==> src/rtl/clcd_pkg.sv <==
// Shared types and constants for the character LCD bus engine.
// No dependencies; used by clcd_seq and char_lcd_bus_interface_core.
`default_nettype none

package clcd_pkg;

    localparam int unsigned BYTE_W  = 8;
    localparam int unsigned OP_W    = 2;
    localparam int unsigned CFG_IDX_W = 2;
    localparam int unsigned RES_W   = 24;

    localparam logic [BYTE_W-1:0] BUSY_FLAG  = 8'h80;
    localparam logic [BYTE_W-1:0] ONE_TICK   = 8'h01;

    // reset values of the configuration registers
    localparam logic [BYTE_W-1:0] PULSE_TICKS_RST  = 8'd1;
    localparam logic [BYTE_W-1:0] BUSY_TIMEOUT_RST = 8'd50;

    typedef enum logic [CFG_IDX_W-1:0] {
        CFG_FOUR_BIT  = 2'd0,
        CFG_READ_BACK = 2'd1,
        CFG_PULSE     = 2'd2,
        CFG_TIMEOUT   = 2'd3
    } t_cfg_idx;

    typedef enum logic [OP_W-1:0] {
        OP_TICK   = 2'd0,
        OP_CMD    = 2'd1,
        OP_DATA   = 2'd2,
        OP_NIBBLE = 2'd3
    } t_opcode;

    typedef enum logic [3:0] {
        PH_IDLE  = 4'd0,
        PH_WR_HI = 4'd1,
        PH_WR_LO = 4'd2,
        PH_WAIT  = 4'd3,
        PH_RD_HI = 4'd4,
        PH_RD_LO = 4'd5
    } t_phase;

    typedef struct packed {
        logic              four_bit_mode;
        logic              read_back_enable;
        logic [BYTE_W-1:0] pulse_ticks;
        logic [BYTE_W-1:0] busy_timeout;
    } t_cfg;

    typedef struct packed {
        logic              lcd_e;
        logic              lcd_rs;
        logic              lcd_rw;
        logic [BYTE_W-1:0] bus_out;
        logic              bus_drive;
        logic              ready_res;
        logic              done_res;
        logic              timed_out;
        logic              rejected;
        logic [BYTE_W-1:0] status_byte;
    } t_result;

endpackage

`default_nettype wire

==> src/rtl/char_lcd_bus_interface_core.sv <==
// Top level of the character LCD bus engine: config registers, stream ports, result register.
// Depends on clcd_pkg and clcd_seq.
//
//  channel  | dir | handshake                      | payload
//  ---------+-----+--------------------------------+-------------------------------------
//  s_axis   | in  | s_axis_tvalid / s_axis_tready  | tuser opcode, tdata data/sample
//  m_axis   | out | m_axis_tvalid / m_axis_tready  | tdata line levels and status
//  cfg      | in  | i_cfg_we (no wait)             | i_cfg_addr, i_cfg_wdata
//
// One word per cycle: each accepted input word is one display tick and yields one result
// word in the output register on the following cycle.
// The input side stays ready while the result register is empty or being taken this cycle.
// When the output stalls the result holds and the sequencer does not advance.
// Reset clears the sequencer to idle and loads the config defaults; no clearing pass.
`default_nettype none

module char_lcd_bus_interface_core (
    input  wire                             i_clk,
    input  wire                             i_rst_n,
    // config write port
    input  wire                             i_cfg_we,
    input  wire [clcd_pkg::CFG_IDX_W-1:0]   i_cfg_addr,
    input  wire [clcd_pkg::BYTE_W-1:0]      i_cfg_wdata,
    // input stream
    input  wire                             s_axis_tvalid,
    output logic                            s_axis_tready,
    input  wire [2*clcd_pkg::BYTE_W-1:0]    s_axis_tdata,  // [7:0] data_byte, [15:8] bus_sample
    input  wire [clcd_pkg::OP_W-1:0]        s_axis_tuser,  // [1:0] opcode
    // result stream
    output logic                            m_axis_tvalid,
    input  wire                             m_axis_tready,
    output logic [clcd_pkg::RES_W-1:0]      m_axis_tdata   // [0] lcd_e, [1] lcd_rs, [2] lcd_rw,
                                                           // [10:3] bus_out, [11] bus_drive,
                                                           // [12] ready_res, [13] done_res,
                                                           // [14] timed_out, [15] rejected,
                                                           // [23:16] status_byte
);

    clcd_pkg::t_cfg    r_cfg;
    clcd_pkg::t_result step_res;
    logic              step;
    logic              r_out_valid;
    logic [clcd_pkg::RES_W-1:0] r_out_data;

    always_ff @(posedge i_clk) begin
        if (!i_rst_n) begin
            r_cfg.four_bit_mode    <= 1'b0;
            r_cfg.read_back_enable <= 1'b1;
            r_cfg.pulse_ticks      <= clcd_pkg::PULSE_TICKS_RST;
            r_cfg.busy_timeout     <= clcd_pkg::BUSY_TIMEOUT_RST;
        end else if (i_cfg_we) begin
            case (clcd_pkg::t_cfg_idx'(i_cfg_addr))
                clcd_pkg::CFG_FOUR_BIT:  r_cfg.four_bit_mode    <= i_cfg_wdata[0];
                clcd_pkg::CFG_READ_BACK: r_cfg.read_back_enable <= i_cfg_wdata[0];
                clcd_pkg::CFG_PULSE:     r_cfg.pulse_ticks      <= i_cfg_wdata;
                clcd_pkg::CFG_TIMEOUT:   r_cfg.busy_timeout     <= i_cfg_wdata;
                default: ;
            endcase
        end
    end

    assign s_axis_tready = !r_out_valid || m_axis_tready;
    assign step          = s_axis_tvalid && s_axis_tready;

    clcd_seq u_seq (
        .i_clk    (i_clk),
        .i_rst_n  (i_rst_n),
        .i_step   (step),
        .i_op     (clcd_pkg::t_opcode'(s_axis_tuser)),
        .i_data   (s_axis_tdata[clcd_pkg::BYTE_W-1:0]),
        .i_sample (s_axis_tdata[2*clcd_pkg::BYTE_W-1:clcd_pkg::BYTE_W]),
        .i_cfg    (r_cfg),
        .o_res    (step_res)
    );

    always_ff @(posedge i_clk) begin
        if (!i_rst_n) begin
            r_out_valid <= 1'b0;
        end else if (s_axis_tready) begin
            r_out_valid <= s_axis_tvalid;
        end
    end

    always_ff @(posedge i_clk) begin
        if (step) begin
            r_out_data <= {step_res.status_byte, step_res.rejected, step_res.timed_out,
                           step_res.done_res, step_res.ready_res, step_res.bus_drive,
                           step_res.bus_out, step_res.lcd_rw, step_res.lcd_rs,
                           step_res.lcd_e};
        end
    end

    assign m_axis_tvalid = r_out_valid;
    assign m_axis_tdata  = r_out_data;

endmodule

`default_nettype wire

==> src/rtl/clcd_seq.sv <==
// Tick sequencer of the character LCD bus engine: phase, counters and held bytes.
// Advances one tick per accepted word. Depends on clcd_pkg.
`default_nettype none

module clcd_seq (
    input  wire                        i_clk,
    input  wire                        i_rst_n,
    input  wire                        i_step,
    input  wire clcd_pkg::t_opcode     i_op,
    input  wire [clcd_pkg::BYTE_W-1:0] i_data,
    input  wire [clcd_pkg::BYTE_W-1:0] i_sample,
    input  wire clcd_pkg::t_cfg        i_cfg,
    output clcd_pkg::t_result          o_res
);

    clcd_pkg::t_phase            r_phase, n_phase;
    logic [clcd_pkg::BYTE_W-1:0] r_tick, n_tick;
    logic [clcd_pkg::BYTE_W-1:0] r_polls, n_polls;
    logic                        r_second, n_second;
    logic                        r_rs, n_rs;
    logic [clcd_pkg::BYTE_W-1:0] r_held, n_held;
    logic [clcd_pkg::BYTE_W-1:0] r_read, n_read;
    logic                        r_raw, n_raw;

    logic                        last_tick;
    logic [clcd_pkg::BYTE_W-1:0] wr_value;

    assign last_tick = (r_tick == clcd_pkg::ONE_TICK);

    always_comb begin
        if (r_raw || (i_cfg.four_bit_mode && r_second)) begin
            wr_value = {r_held[3:0], 4'h0};
        end else if (i_cfg.four_bit_mode) begin
            wr_value = {r_held[7:4], 4'h0};
        end else begin
            wr_value = r_held;
        end
    end

    always_ff @(posedge i_clk) begin
        if (!i_rst_n) begin
            r_phase  <= clcd_pkg::PH_IDLE;
            r_tick   <= '0;
            r_polls  <= '0;
            r_second <= 1'b0;
            r_rs     <= 1'b0;
            r_held   <= '0;
            r_read   <= '0;
            r_raw    <= 1'b0;
        end else if (i_step) begin
            r_phase  <= n_phase;
            r_tick   <= n_tick;
            r_polls  <= n_polls;
            r_second <= n_second;
            r_rs     <= n_rs;
            r_held   <= n_held;
            r_read   <= n_read;
            r_raw    <= n_raw;
        end
    end

    always_comb begin
        n_phase  = r_phase;
        n_tick   = last_tick ? r_tick : r_tick - clcd_pkg::ONE_TICK;
        n_polls  = r_polls;
        n_second = r_second;
        n_rs     = r_rs;
        n_held   = r_held;
        n_read   = r_read;
        n_raw    = r_raw;
        o_res    = '0;

        case (r_phase)
            clcd_pkg::PH_WR_HI, clcd_pkg::PH_WR_LO: begin
                o_res.lcd_e     = (r_phase == clcd_pkg::PH_WR_HI);
                o_res.lcd_rs    = r_rs;
                o_res.bus_out   = wr_value;
                o_res.bus_drive = 1'b1;
                if (last_tick) begin
                    if (r_phase == clcd_pkg::PH_WR_HI) begin
                        n_phase = clcd_pkg::PH_WR_LO;
                        n_tick  = i_cfg.pulse_ticks;
                    end else if (!r_raw && i_cfg.four_bit_mode && !r_second) begin
                        n_second = 1'b1;
                        n_phase  = clcd_pkg::PH_WR_HI;
                        n_tick   = i_cfg.pulse_ticks;
                    end else if (r_raw) begin
                        o_res.done_res = 1'b1;
                        n_phase        = clcd_pkg::PH_IDLE;
                    end else if (i_cfg.read_back_enable) begin
                        n_polls = i_cfg.busy_timeout - clcd_pkg::ONE_TICK;
                        if (n_polls == '0) begin
                            // budget of one: no read at all
                            o_res.done_res  = 1'b1;
                            o_res.timed_out = 1'b1;
                            n_phase         = clcd_pkg::PH_IDLE;
                        end else begin
                            n_second = 1'b0;
                            n_phase  = clcd_pkg::PH_RD_HI;
                            n_tick   = i_cfg.pulse_ticks;
                        end
                    end else begin
                        n_phase = clcd_pkg::PH_WAIT;
                        n_tick  = i_cfg.busy_timeout;
                    end
                end
            end
            clcd_pkg::PH_WAIT: begin
                o_res.lcd_rs    = r_rs;
                o_res.bus_out   = wr_value;
                o_res.bus_drive = 1'b1;
                if (last_tick) begin
                    o_res.done_res = 1'b1;
                    n_phase        = clcd_pkg::PH_IDLE;
                end
            end
            clcd_pkg::PH_RD_HI: begin
                o_res.lcd_e  = 1'b1;
                o_res.lcd_rw = 1'b1;
                if (last_tick) begin
                    // sample on the last E-high tick
                    if (!i_cfg.four_bit_mode) begin
                        n_read = i_sample;
                    end else if (!r_second) begin
                        n_read = {i_sample[7:4], 4'h0};
                    end else begin
                        n_read = {r_read[7:4], i_sample[7:4]};
                    end
                    n_phase = clcd_pkg::PH_RD_LO;
                    n_tick  = i_cfg.pulse_ticks;
                end
            end
            clcd_pkg::PH_RD_LO: begin
                o_res.lcd_rw = 1'b1;
                if (last_tick) begin
                    if (i_cfg.four_bit_mode && !r_second) begin
                        n_second = 1'b1;
                        n_phase  = clcd_pkg::PH_RD_HI;
                        n_tick   = i_cfg.pulse_ticks;
                    end else begin
                        n_polls = r_polls - clcd_pkg::ONE_TICK;
                        if ((r_read & clcd_pkg::BUSY_FLAG) == '0) begin
                            o_res.done_res = 1'b1;
                            n_phase        = clcd_pkg::PH_IDLE;
                        end else if (n_polls == '0) begin
                            o_res.done_res  = 1'b1;
                            o_res.timed_out = 1'b1;
                            n_phase         = clcd_pkg::PH_IDLE;
                        end else begin
                            n_second = 1'b0;
                            n_phase  = clcd_pkg::PH_RD_HI;
                            n_tick   = i_cfg.pulse_ticks;
                        end
                    end
                end
            end
            clcd_pkg::PH_IDLE: begin
                o_res.ready_res = 1'b1;
                if (i_op != clcd_pkg::OP_TICK) begin
                    n_rs     = (i_op == clcd_pkg::OP_DATA);
                    n_raw    = (i_op == clcd_pkg::OP_NIBBLE);
                    n_held   = i_data;
                    n_second = 1'b0;
                    n_phase  = clcd_pkg::PH_WR_HI;
                    n_tick   = i_cfg.pulse_ticks;
                end
            end
            default: begin
                n_phase = clcd_pkg::PH_IDLE;
            end
        endcase

        o_res.rejected    = !o_res.ready_res && (i_op != clcd_pkg::OP_TICK);
        o_res.status_byte = n_read;
    end

`ifndef ASSERT_OFF
    a_hold_without_step: assert property (@(posedge i_clk) disable iff (!i_rst_n)
        !i_step |=> $stable(r_phase) && $stable(r_tick) && $stable(r_read))
        else $error("sequencer state moved without an accepted word");

    a_send_starts: assert property (@(posedge i_clk) disable iff (!i_rst_n)
        (i_step && r_phase == clcd_pkg::PH_IDLE && i_op != clcd_pkg::OP_TICK)
        |=> r_phase == clcd_pkg::PH_WR_HI)
        else $error("accepted send did not start a write strobe");

    a_done_to_idle: assert property (@(posedge i_clk) disable iff (!i_rst_n)
        (i_step && o_res.done_res) |=> r_phase == clcd_pkg::PH_IDLE)
        else $error("transfer finished but engine not idle");

    a_timeout_with_done: assert property (@(posedge i_clk) disable iff (!i_rst_n)
        o_res.timed_out |-> o_res.done_res && r_phase != clcd_pkg::PH_IDLE)
        else $error("timeout flagged outside a transfer end");
`endif

endmodule

`default_nettype wire
==> config.mk <==
export PLATFORM = sky130hd
export DESIGN_NAME = char_lcd_bus_interface_core
export DESIGN_NICKNAME = d
export VERILOG_FILES = /design/src/rtl/clcd_pkg.sv /design/src/rtl/char_lcd_bus_interface_core.sv /design/src/rtl/clcd_seq.sv
export SDC_FILE = /design/constraint.sdc
export NUM_CORES = 1
export LEC_CHECK = 0
export ABC_AREA = 1
export BUFFER_PORTS_ARGS = -buffer_cell sky130_fd_sc_hd__buf_2
export CAP_MARGIN = 20
export CELL_PAD_IN_SITES_DETAIL_PLACEMENT = 1
export CELL_PAD_IN_SITES_GLOBAL_PLACEMENT = 1
export CORE_ASPECT_RATIO = 1.5
export CORE_UTILIZATION = 40
export CTS_BUF_LIST = sky130_fd_sc_hd__clkbuf_4 sky130_fd_sc_hd__clkbuf_8
export DETAILED_ROUTE_END_ITERATION = 8
export PLACE_DENSITY_LB_ADDON = 0.1
export SETUP_SLACK_MARGIN = 0.15
export SLEW_MARGIN = 20
export SYNTH_ARGS = -nofsm -noshare
export SYNTH_HDL_FRONTEND = slang
export SYNTH_SLANG_ARGS = --single-unit
==> constraint.sdc <==
create_clock -name i_clk -period 1.8 [get_ports i_clk]
set_input_delay 0.27 -clock i_clk [delete_from_list [all_inputs] [get_ports i_clk]]
set_output_delay 0.27 -clock i_clk [all_outputs]
set_load 0.05 [all_outputs]
==> results of run 1 <==
==> kinds of logic (layout without fill, tap and decap cells) <==
group                      after synthesis  in the layout  synth area share (%)
DFF                                     81             81                  39.3
adders and majority gates                6              6                  1.59
muxes                                    1              1                 0.211
buffers and inverters                  107            299                  9.20
and+or+nand+nor                        272            274                  27.6
AOI/OAI and AO/OA                      183            183                  21.5
xor gates and xnor gates                 3              3                 0.555
==> layout by cell type, fill, tap and decap left out, types with 4 or more instances in the layout <==
master	count
o211ai_1	7
a21oi_1	77
nand2_2	21
a21oi_2	5
a211oi_1	5
inv_6	5
nand3_1	27
buf_2	58
nand4_1	12
nand3_2	9
o21ai_2	9
clkbuf_8	9
dfxtp_2	10
nor2_2	20
buf_6	29
nand2_4	9
inv_2	17
o21ai_1	19
o21ai_0	45
nand3b_1	5
nand3_4	6
nand2_1	91
ha_4	4
dfxtp_1	44
buf_4	105
o221ai_1	4
nor2_4	13
inv_1	64
edfxtp_1	24
nor2_1	50
==> power by group through the flow <==
stage | registers (µW) | logic, µW | clock network (µW)
global placement | 2300 | 3130 | 0
global route | 2320 | 4420 | 1490
detailed placement | 2310 | 3230 | 0
floorplan | 2500 | 1790 | 0
finish | 2300 | 4130 | 1380
CTS | 2280 | 3730 | 1400
==> worst max-delay path, delay by kind of cell, from the launching register on <==
family | cells | cell delay, ns
DFF | 1 | 0.38
AOI/OAI and AO/OA | 2 | 0.12
and+or+nand+nor | 12 | 1.17
buffers and inverters | 3 | 0.21
adders and majority gates | 1 | 0.15
==> sequential cells by signal (all words and copies together) (netlist names), 3 cells and up <==
| name | count |
|---|---|
| m_axis_tdata | 24 |
| r_cfg | 18 |
| u_seq.r_held | 8 |
| u_seq.r_phase | 3 |
| u_seq.r_polls | 8 |
| u_seq.r_read | 8 |
| u_seq.r_tick | 8 |
==> final cells by class <==
class,instances,area share (%)
repair buffers,194,20.9
flip-flops and latches,81,27.3
well taps,150,2.71
clock inverters,6,0.977
multi-input cells,467,41.0
clock buffers,10,1.90
inverters,89,5.23
==> what timing repair did <==
| item | 4_1_cts | 5_1_grt |
|---|---|---|
| endpoints found under the setup margin | 47 | 47 |
| buffers inserted | 33 | 5 |
| cloned | 2 | 0 |
| resized for setup | 75 | 62 |
| pin swaps | 31 | 31 |
==> how the worst min path moves through the flow <==
stage / endpoint / slack, ns / startpoint
after CTS: u_seq.r_rs / 0.13 / s_axis_tuser[0]
after detailed placement: u_seq.r_tick[4] / 0.47 / u_seq.r_tick[4]
after global placement: u_seq.r_held[7] / 0.47 / u_seq.r_held[7]
after global routing: u_seq.r_rs / 0.16 / s_axis_tuser[0]
after floorplan: u_seq.r_rs / 0.37 / s_axis_tuser[0]
final: u_seq.r_rs / 0.15 / s_axis_tuser[0]
==> metal layers <==
| layer | vias up | part of all wire [%] | GRT usage, % |
|---|---|---|---|
| met2 | 152 | 55 | 62.2 |
| li1 | 2586 | - | - |
| met4 | 0 | 6.3 | 21.0 |
| met5 | - | 0 | 0 |
| met1 | 2645 | 35 | 30.0 |
| met3 | 78 | 3.2 | 4.15 |
==> stage by stage <==
step	TNS (ns)	hold slack (ns)	instances
after global routing	-5.30	0.155	997
final	-3.21	0.150	997
after global placement	-2.27	0.466	941
after CTS	-2.22	0.135	992
after floorplan	0	0.366	653
after detailed placement	-3.06	0.472	941
==> impl_metrics.csv, run 1 <==
group,metric,value,unit
outcome,outcome,"finished with violations",
placement,gp_congestion,0.933,
die,dieArea,0.0123,mm²
die,rows,48,
power_and_ir_drop,clkPwrFrac,17.7,%
sta,period_needed,2.15,ns
sta,finalWorstSetupSlack,-0.355,ns
power_and_ir_drop,power_density,1130,mW/mm²
clock_tree,cts-root-buf,"clkbuf_8",
yosys,yosysMostFrequentCell,"nand2_1",
yosys,postSynthCellCount,653,
cells_and_area,fin_nets,881,
global_route,grt_max_degree,27,
route,drtIter0Drc,162,
placement,post-place-ws,-0.330,ns
yosys,synth-async-reset-ratio,0,%
sta,worst_pin_slew,0.514,ns
setup_path,required,2.04,ns
die,io_pins,59,
run,maxCapViolations,0,
sta,rsz0062_at_grt,"yes",
yosys,synth_area_leaders,"dfxtp_1, edfxtp_1, nand2_1",
setup_path,r2r_cells,18,
power_and_ir_drop,power.internal,4460,µW
route,drtAntennaViolNets,0,
sta,fmax,0.464,GHz
cells_and_area,seqCellArea,0.00189,mm²
clock_tree,cts_made_buffers,9,
sta,finalMaxSlewViolations,0,
setup_path,crit_type,"flip-flop to flip-flop",
yosys,ys_seq_area_share,39.3,%
sta,setup_violations,16,
route,first_pass_iters,4,
sta,slew-limit-headroom,65.7,%
setup_path,regToRegStartpoint,"r_cfg[1]",
min_path,hold_depth,2,
setup_path,arrival,2.39,ns
route,drc,0,
route,wl_per_cell,19.2,µm
placement,io_buffers,58,
clock_tree,h-tree-depth,3,
placement,placed_area,0.00595,mm²
power_and_ir_drop,comb_power_share,52.9,%
yosys,yosysWarnings,0,
yosys,synth_cell_types,44,
yosys,synth_area,0.00473,mm²
die,core-area,0.0115,mm²
power_and_ir_drop,power_leakage,0.00310,µW
sta,hold_viol_final,0,
setup_path,slowest_stage,"dfxtp_4",
global_route,globalRouteOverflowTotal,0,
clock_tree,clock_latency,0.37,ns
clock_tree,cts_sinks,81,
global_route,antenna_found_initial,0,
setup_path,crit_chain,"inv_6 -> ha_4 -> inv_2 -> nand2_2 -> nand2_1 -> nor2_1 -> nand3_1 -> nor2_4 -> nand3_4 -> nand2_4 -> buf_6 -> nand2_2 -> nand3_2 -> o21ai_1 -> nand3_1 -> nand3_1 -> nand2_1 -> a21oi_1",
cells_and_area,final_util,60.0,%
setup_path,critPathLaunchType,"flip-flop",
cells_and_area,num_antenna_cells,0,
yosys,synth_ff_type,"dfxtp_1",
clock_tree,cts.path.max_buffers,2,
cells_and_area,drive_above_1_share,42.0,%
cells_and_area,multi_input_area,0.00283,mm²
route,via_count,5461,
setup_path,endpoint,"u_seq.r_tick[6]",
sta,period_share,120,%
power_and_ir_drop,p_seq_share,29.5,%
setup_path,worst_setup_path_end_kind,"flip-flop",
power_and_ir_drop,switching_power,3350,µW
min_path,hold_class,"primary input to flip-flop",
setup_path,crit_path_max_fanout,7,
clock_tree,cts_tree,"built",
clock_tree,ctsHoldBuffers,0,
cells_and_area,stdcell_area,0.00691,mm²
route,totalWireLength,19200,µm
route,viasPerCell,5.48,
setup_path,r2r-end,"u_seq.r_tick[6]",
power_and_ir_drop,power,7820,µW
yosys,synth_edf_count,24,
yosys,synth_top_area_share,24.1,%
global_route,grt_pass1_vias,5950,
setup_path,startpoint,"r_cfg[1]",
cells_and_area,area_growth,46.0,%
yosys,syn_nets,692,
die,die_y,135,µm
setup_path,r2r_slack,-0.35,ns
yosys,ys_ff_latch,81,
global_route,grtUsageTotal,31.6,%
global_route,grt_first_pass_wirelength,29900,µm
die,initial_core_util,41.1,%
cells_and_area,nFillCells,1469,
setup_path,critPathMostFrequentCell,"nand3_1",
yosys,synth_common_cells,"nand2_1, a21oi_1, inv_1",
outcome,violations,"setup timing",
yosys,yosys.area.top_type,"dfxtp_1",
sta,clock_skew,0.0164,ns
placement,place_hpwl,13400,µm
yosys,syn_avg_cell_area,7.25,µm²
die,die-width,90.8,µm
power_and_ir_drop,switching_share,42.9,%
clock_tree,clk_pin_slew,0.09,ns
power_and_ir_drop,ir_worst_vdd,0.000726,V
setup_path,max_stage_delay,0.38,ns
(Power assumes the default switching activity.)
==> run 2: changes to the inputs <==
--- a/config.mk
+++ b/config.mk
@@ -16,6 +16,7 @@
 export DETAILED_ROUTE_END_ITERATION = 8
 export PLACE_DENSITY_LB_ADDON = 0.1
 export SETUP_SLACK_MARGIN = 0.15
+export SKIP_CTS_REPAIR_TIMING = 1
 export SLEW_MARGIN = 20
 export SYNTH_ARGS = -nofsm -noshare
 export SYNTH_HDL_FRONTEND = slang
==> run 2 against run 1 <==
Against the previous run: the flow still finishes with violations (setup timing); worst hold slack worse by 0.0030 ns; final cell count shrank 3.1%; global-route usage is 3.0 points lower; sequential power barely moved; clock skew is 0.0038 ns lower; sequential cell count stayed put; critical path type unchanged; critical path depth stayed put; power decreased by 9.2%; first-iteration DRC count up 21%; register-to-register slack better by 0.04 ns; clock-buffer cell count did not move; design area is 6.8% lower.
==> impl_metrics.csv, run 2 (same netlist as run 1, synthesis figures left out) <==
group,metric,value,unit
placement,io_buffers,58,
setup_path,critPathMostFrequentCell,"nand2_1",
sta,hold_viol_final,0,
sta,clock_skew,0.0126,ns
setup_path,critPathLaunchType,"flip-flop",
clock_tree,h-tree-depth,3,
placement,dp.cells,941,
setup_path,crit_type,"flip-flop to flip-flop",
sta,finalMaxSlewViolations,0,
die,initial_core_util,41.1,%
die,io_pins,59,
die,dieArea,0.0123,mm²
setup_path,crit_chain,"inv_6 -> ha_4 -> nand2_4 -> nor2_4 -> nand2_1 -> nand2_1 -> nand2_2 -> nor2_4 -> nand3_4 -> nand2_4 -> buf_6 -> nand2_2 -> nand3_2 -> o21ai_1 -> nand3_1 -> nand3_1 -> nand2_1 -> a21oi_1",
min_path,hold_class,"primary input to flip-flop",
sta,fmax,0.473,GHz
setup_path,regToRegStartpoint,"r_cfg[0]",
sta,period_needed,2.12,ns
sta,slew-limit-headroom,67.0,%
outcome,violations,"setup timing",
setup_path,r2r_cells,18,
power_and_ir_drop,power_density,1100,mW/mm²
min_path,hold_depth,2,
cells_and_area,final_cells,966,
route,wl_per_cell,17.8,µm
setup_path,r2r_slack,-0.32,ns
placement,place_hpwl,13400,µm
sta,worst_pin_slew,0.495,ns
cells_and_area,num_antenna_cells,0,
route,drtIter0Drc,196,
setup_path,crit_cells,18,
global_route,grt_first_pass_wirelength,27200,µm
clock_tree,clock_latency,0.36,ns
setup_path,max_stage_delay,0.37,ns
sta,setup_violations,16,
sta,finalWorstSetupSlack,-0.316,ns
route,first_pass_iters,4,
global_route,grt_pass1_vias,5557,
setup_path,cp_top_family,"simple AND/OR/NAND/NOR gates",
outcome,outcome,"finished with violations",
clock_tree,cts_made_buffers,9,
sta,period_share,118,%
route,wirelength_met1,6070,µm
cells_and_area,fin_nets,850,
sta,whs,0.147,ns
sta,rsz0062_at_grt,"yes",
die,rows,48,
setup_path,startpoint,"r_cfg[0]",
route,drtAntennaViolNets,0,
power_and_ir_drop,ir_worst_vdd,0.000432,V
clock_tree,cts_tree,"built",
cells_and_area,area_growth,36.0,%
setup_path,required,2.04,ns
cells_and_area,final_util,55.8,%
setup_path,critPathBufInv,2,
cells_and_area,drive_above_1_share,35.9,%
setup_path,endpoint,"u_seq.r_tick[6]",
run,maxCapViolations,0,
setup_path,slowest_stage,"dfxtp_4",
route,via_count,5189,
die,die-width,90.8,µm
clock_tree,cts.path.max_buffers,2,
die,core-area,0.0115,mm²
setup_path,r2r-end,"u_seq.r_tick[6]",
setup_path,crit_path_max_fanout,6,
die,die_y,135,µm
route,drc,0,
clock_tree,cts_sinks,81,
power_and_ir_drop,power,7090,µW
setup_path,arrival,2.36,ns
route,totalWireLength,17200,µm
placement,gp_congestion,0.933,
global_route,grt_max_degree,27,
route,route.met3.wl,479,µm
cells_and_area,largest_register_ff_count,24,
route,met2_length,9740,µm
route,viasPerCell,5.37,
global_route,globalRouteOverflowTotal,0,
setup_path,worst_setup_path_end_kind,"flip-flop",
global_route,antenna_found_initial,0,
cells_and_area,stdcell_area,0.00644,mm²
power_and_ir_drop,power_leakage,0.00290,µW
clock_tree,clk_pin_slew,0.09,ns
placement,placed_area,0.00595,mm²
cells_and_area,final_cell_mix,"nand2_1, buf_4, a21oi_1, inv_1, buf_2",
route,dr.max_layer_used,"met4",
clock_tree,cts-root-buf,"clkbuf_8",
cells_and_area,final_common_cell,"nand2_1",
global_route,grtUsageTotal,28.5,%
[run 2: cell count changes in the layout (fill, tap and decap cells not counted), moves of 3 or more]
cell,before,now
inv_1,64,67
nor2_1,50,57
buf_4,105,99
nand3_2,9,12
buf_6,29,5
nand2_1,91,102
nand2_2,21,11
dfxtp_1,44,47
nor2_2,20,15
nand3_4,6,3
[run 2: routing by layer]
layer / vias to the layer above / global-route usage, %
li1: 2529 / -
met1: 2499 / 27.2
met2: 104 / 56.8
met3: 57 / 3.98
met4: 0 / 17.0
met5: - / 0
[run 2: worst min-delay path by stage]
stage | slack [ns] | to | startpoint
final | 0.15 | u_seq.r_rs | s_axis_tuser[0]
after global routing | 0.15 | u_seq.r_rs | s_axis_tuser[0]
after CTS | 0.13 | u_seq.r_rs | s_axis_tuser[0]
after detailed placement | 0.47 | u_seq.r_tick[4] | u_seq.r_tick[4]
after global placement | 0.47 | u_seq.r_held[7] | u_seq.r_held[7]
after floorplan | 0.37 | u_seq.r_rs | s_axis_tuser[0]
[run 2: area by class of cell]
type / count / area [µm²]
inverter: 89 / 359
timing repair buffer: 164 / 1130
tap: 150 / 188
sequential: 81 / 1880
multi-input combinational: 466 / 2690
fill: 1497 / 5090
clock buffer: 10 / 131
clock inverter: 6 / 67.6
[run 2: per-stage QoR]
| stage | setup TNS (ns) | worst slack, ns |
|---|---|---|
| after CTS | -3.84 | -0.338 |
| after floorplan | 0 | 0.0732 |
| after global routing | -5.87 | -0.431 |
| final | -2.76 | -0.316 |
| after detailed placement | -3.06 | -0.330 |
| after global placement | -2.27 | -0.291 |
[run 2: report_power, final]
part / internal, µW / leakage (µW) / switching, µW
clock: 661 / 0.0000963 / 711
sequential: 2120 / 0.000713 / 167
combinational: 1280 / 0.00209 / 2160
==> run 3: changes to the inputs <==
--- a/config.mk
+++ b/config.mk
@@ -14,6 +14,7 @@
 export CORE_UTILIZATION = 40
 export CTS_BUF_LIST = sky130_fd_sc_hd__clkbuf_4 sky130_fd_sc_hd__clkbuf_8
 export DETAILED_ROUTE_END_ITERATION = 8
+export GPL_ROUTABILITY_DRIVEN = 0
 export PLACE_DENSITY_LB_ADDON = 0.1
 export SETUP_SLACK_MARGIN = 0.15
 export SKIP_CTS_REPAIR_TIMING = 1
==> constraint.sdc (replaced) <==
create_clock -name i_clk -period 1.84 [get_ports i_clk]
set_input_delay 0.276 -clock i_clk [delete_from_list [all_inputs] [get_ports i_clk]]
set_output_delay 0.276 -clock i_clk [all_outputs]
set_load 0.05 [all_outputs]
==> run 3 against run 2 <==
Against the previous run: the flow still finishes with violations (setup timing); non-clock buffer count down 9; clock power up 6%; sequential power down 2%; final cell count down 0.93%; sequential cell count unchanged; combinational power up 1%; clock skew up 0.0039 ns; critical path depth down 3; register-to-register slack better by 0.09 ns; sequential share of layout area down 0.071 points; core utilization up 0.43 points.
==> impl_metrics.csv, run 3 (same netlist as run 1, synthesis figures left out) <==
group,metric,value,unit
placement,io_buffers,58,
clock_tree,h-tree-depth,3,
die,die_y,135,µm
clock_tree,cts.path.max_buffers,2,
route,wl_per_cell,18.7,µm
cells_and_area,num_antenna_cells,0,
power_and_ir_drop,power_leakage,0.00287,µW
setup_path,required,2.09,ns
route,via_count,5269,
die,die-width,90.8,µm
outcome,violations,"setup timing",
clock_tree,clk_pin_slew,0.10,ns
cells_and_area,final_util,56.3,%
sta,clock_skew,0.0165,ns
sta,period_share,112,%
power_and_ir_drop,clkPwrFrac,20.2,%
cells_and_area,seqCellArea,0.00189,mm²
setup_path,r2r_slack,-0.23,ns
die,initial_core_util,41.1,%
global_route,grt_first_pass_wirelength,26700,µm
placement,placed_area,0.00584,mm²
sta,whs,0.154,ns
clock_tree,cts_tree,"built",
clock_tree,cts_sinks,81,
cells_and_area,nFillCells,1478,
run,maxCapViolations,0,
setup_path,worst_setup_path_end_kind,"flip-flop",
sta,finalMaxSlewViolations,0,
die,dieArea,0.0123,mm²
die,core-area,0.0115,mm²
sta,setup_violations,12,
route,totalWireLength,17900,µm
die,io_pins,59,
power_and_ir_drop,ir_worst_vdd,0.000463,V
sta,slew-limit-headroom,64.2,%
cells_and_area,drive_above_1_share,39.2,%
die,rows,48,
outcome,outcome,"finished with violations",
power_and_ir_drop,switching_share,44.1,%
cells_and_area,largest_register_ff_count,24,
sta,finalSetupTns,-2.01,ns
placement,post-place-ws,-0.260,ns
setup_path,crit_type,"flip-flop to flip-flop",
cells_and_area,fin_nets,841,
route,drtAntennaViolNets,0,
power_and_ir_drop,power.internal,4010,µW
power_and_ir_drop,comb_power_share,48.6,%
sta,hold_viol_final,0,
cells_and_area,multi_input_area,0.00280,mm²
cells_and_area,area_growth,37.1,%
global_route,globalRouteOverflowTotal,0,
sta,period_needed,2.07,ns
sta,worst_pin_slew,0.535,ns
setup_path,arrival,2.32,ns
global_route,grtUsageTotal,28.1,%
cells_and_area,final_cell_mix,"nand2_1, buf_4, a21oi_1, inv_1, buf_2",
global_route,grt_max_degree,27,
placement,place_hpwl,13100,µm
route,drc,0,
clock_tree,cts_made_buffers,9,
power_and_ir_drop,power_density,1110,mW/mm²
route,viasPerCell,5.51,
global_route,grt_pass1_vias,5440,
clock_tree,cts-root-buf,"clkbuf_8",
global_route,antenna_found_initial,0,
sta,fmax,0.483,GHz
cells_and_area,stdcell_area,0.00649,mm²
clock_tree,clock_latency,0.37,ns
power_and_ir_drop,switching_power,3160,µW
sta,finalWorstSetupSlack,-0.230,ns
setup_path,crit_path_max_fanout,7,
route,drtIter0Drc,220,
setup_path,critPathLaunchType,"flip-flop",
route,first_pass_iters,4,
sta,rsz0062_at_grt,"yes",
min_path,hold_class,"primary input to flip-flop",
cells_and_area,final_common_cell,"nand2_1",
power_and_ir_drop,p_seq_share,31.2,%
## run 3: cell types whose count changed in the layout (fill, tap and decap cells not counted), moves of 3 or more
cell / change
dfxtp_4: +3
nor2_2: +7
o21ai_0: -4
a21oi_1: -6
nand2_4: -3
nand3_2: -3
a21oi_2: +6
buf_4: -8
nand2_2: +12
inv_6: -4
nand2_1: -10
nor2_1: -8
inv_4: +5
## run 3: area by class of cell
class | instances | share of cell area, %
Sequential cell | 81 | 29.1
Clock buffer | 10 | 2.12
Timing Repair Buffer | 155 | 16.2
Tap cell | 150 | 2.89
Inverter | 89 | 5.42
Multi-Input combinational cell | 466 | 43.1
Clock inverter | 6 | 1.16
## run 3: metrics by stage
stage	cells	total power [µW]
floorplan	653	4210
global placement	928	5170
detailed placement	928	5300
CTS	944	6740
global route	957	7520
finish	957	7170
## run 3: power groups by stage
| stage | Sequential, µW | Combinational (µW) | Clock (µW) |
|---|---|---|---|
| floorplan | 2450 | 1760 | 0 |
| global placement | 2250 | 2920 | 0 |
| detailed placement | 2260 | 3030 | 0 |
| CTS | 2220 | 3060 | 1460 |
| global route | 2260 | 3740 | 1530 |
| finish | 2240 | 3480 | 1450 |
## run 3: final timing paths
kind	start	endpoint	cells after the start
setup / recovery	u_seq.r_polls[1]	u_seq.r_tick[0]	15
hold / removal	i_cfg_wdata[4]	r_cfg[4]	3
setup reg to reg	u_seq.r_polls[1]	u_seq.r_tick[0]	15
hold reg to reg	u_seq.r_tick[4]	u_seq.r_tick[4]	2
## run 3: per-layer routing
layer / up-vias / global-route usage, % / routed length [µm]
met5: - / 0 / 0
met4: 0 / 18.9 / 1220
met3: 63 / 3.31 / 537
met2: 128 / 55.0 / 9790
met1: 2565 / 27.3 / 6350
li1: 2513 / - / -
## run 3: critical path, cell delays in order (launching register included)
cell     delay (ns)
dfxtp_4        0.36
buf_4          0.14
nor2_4         0.11
nand2_1        0.10
nor3_1         0.29
nor2_2         0.10
nand3_4        0.13
nand3_4        0.14
nand2_2        0.09
nand2_2        0.06
a21oi_2        0.15
nand2_2        0.05
nand2_1        0.05
nand2_1        0.05
nand2_1        0.06
a21oi_1        0.06
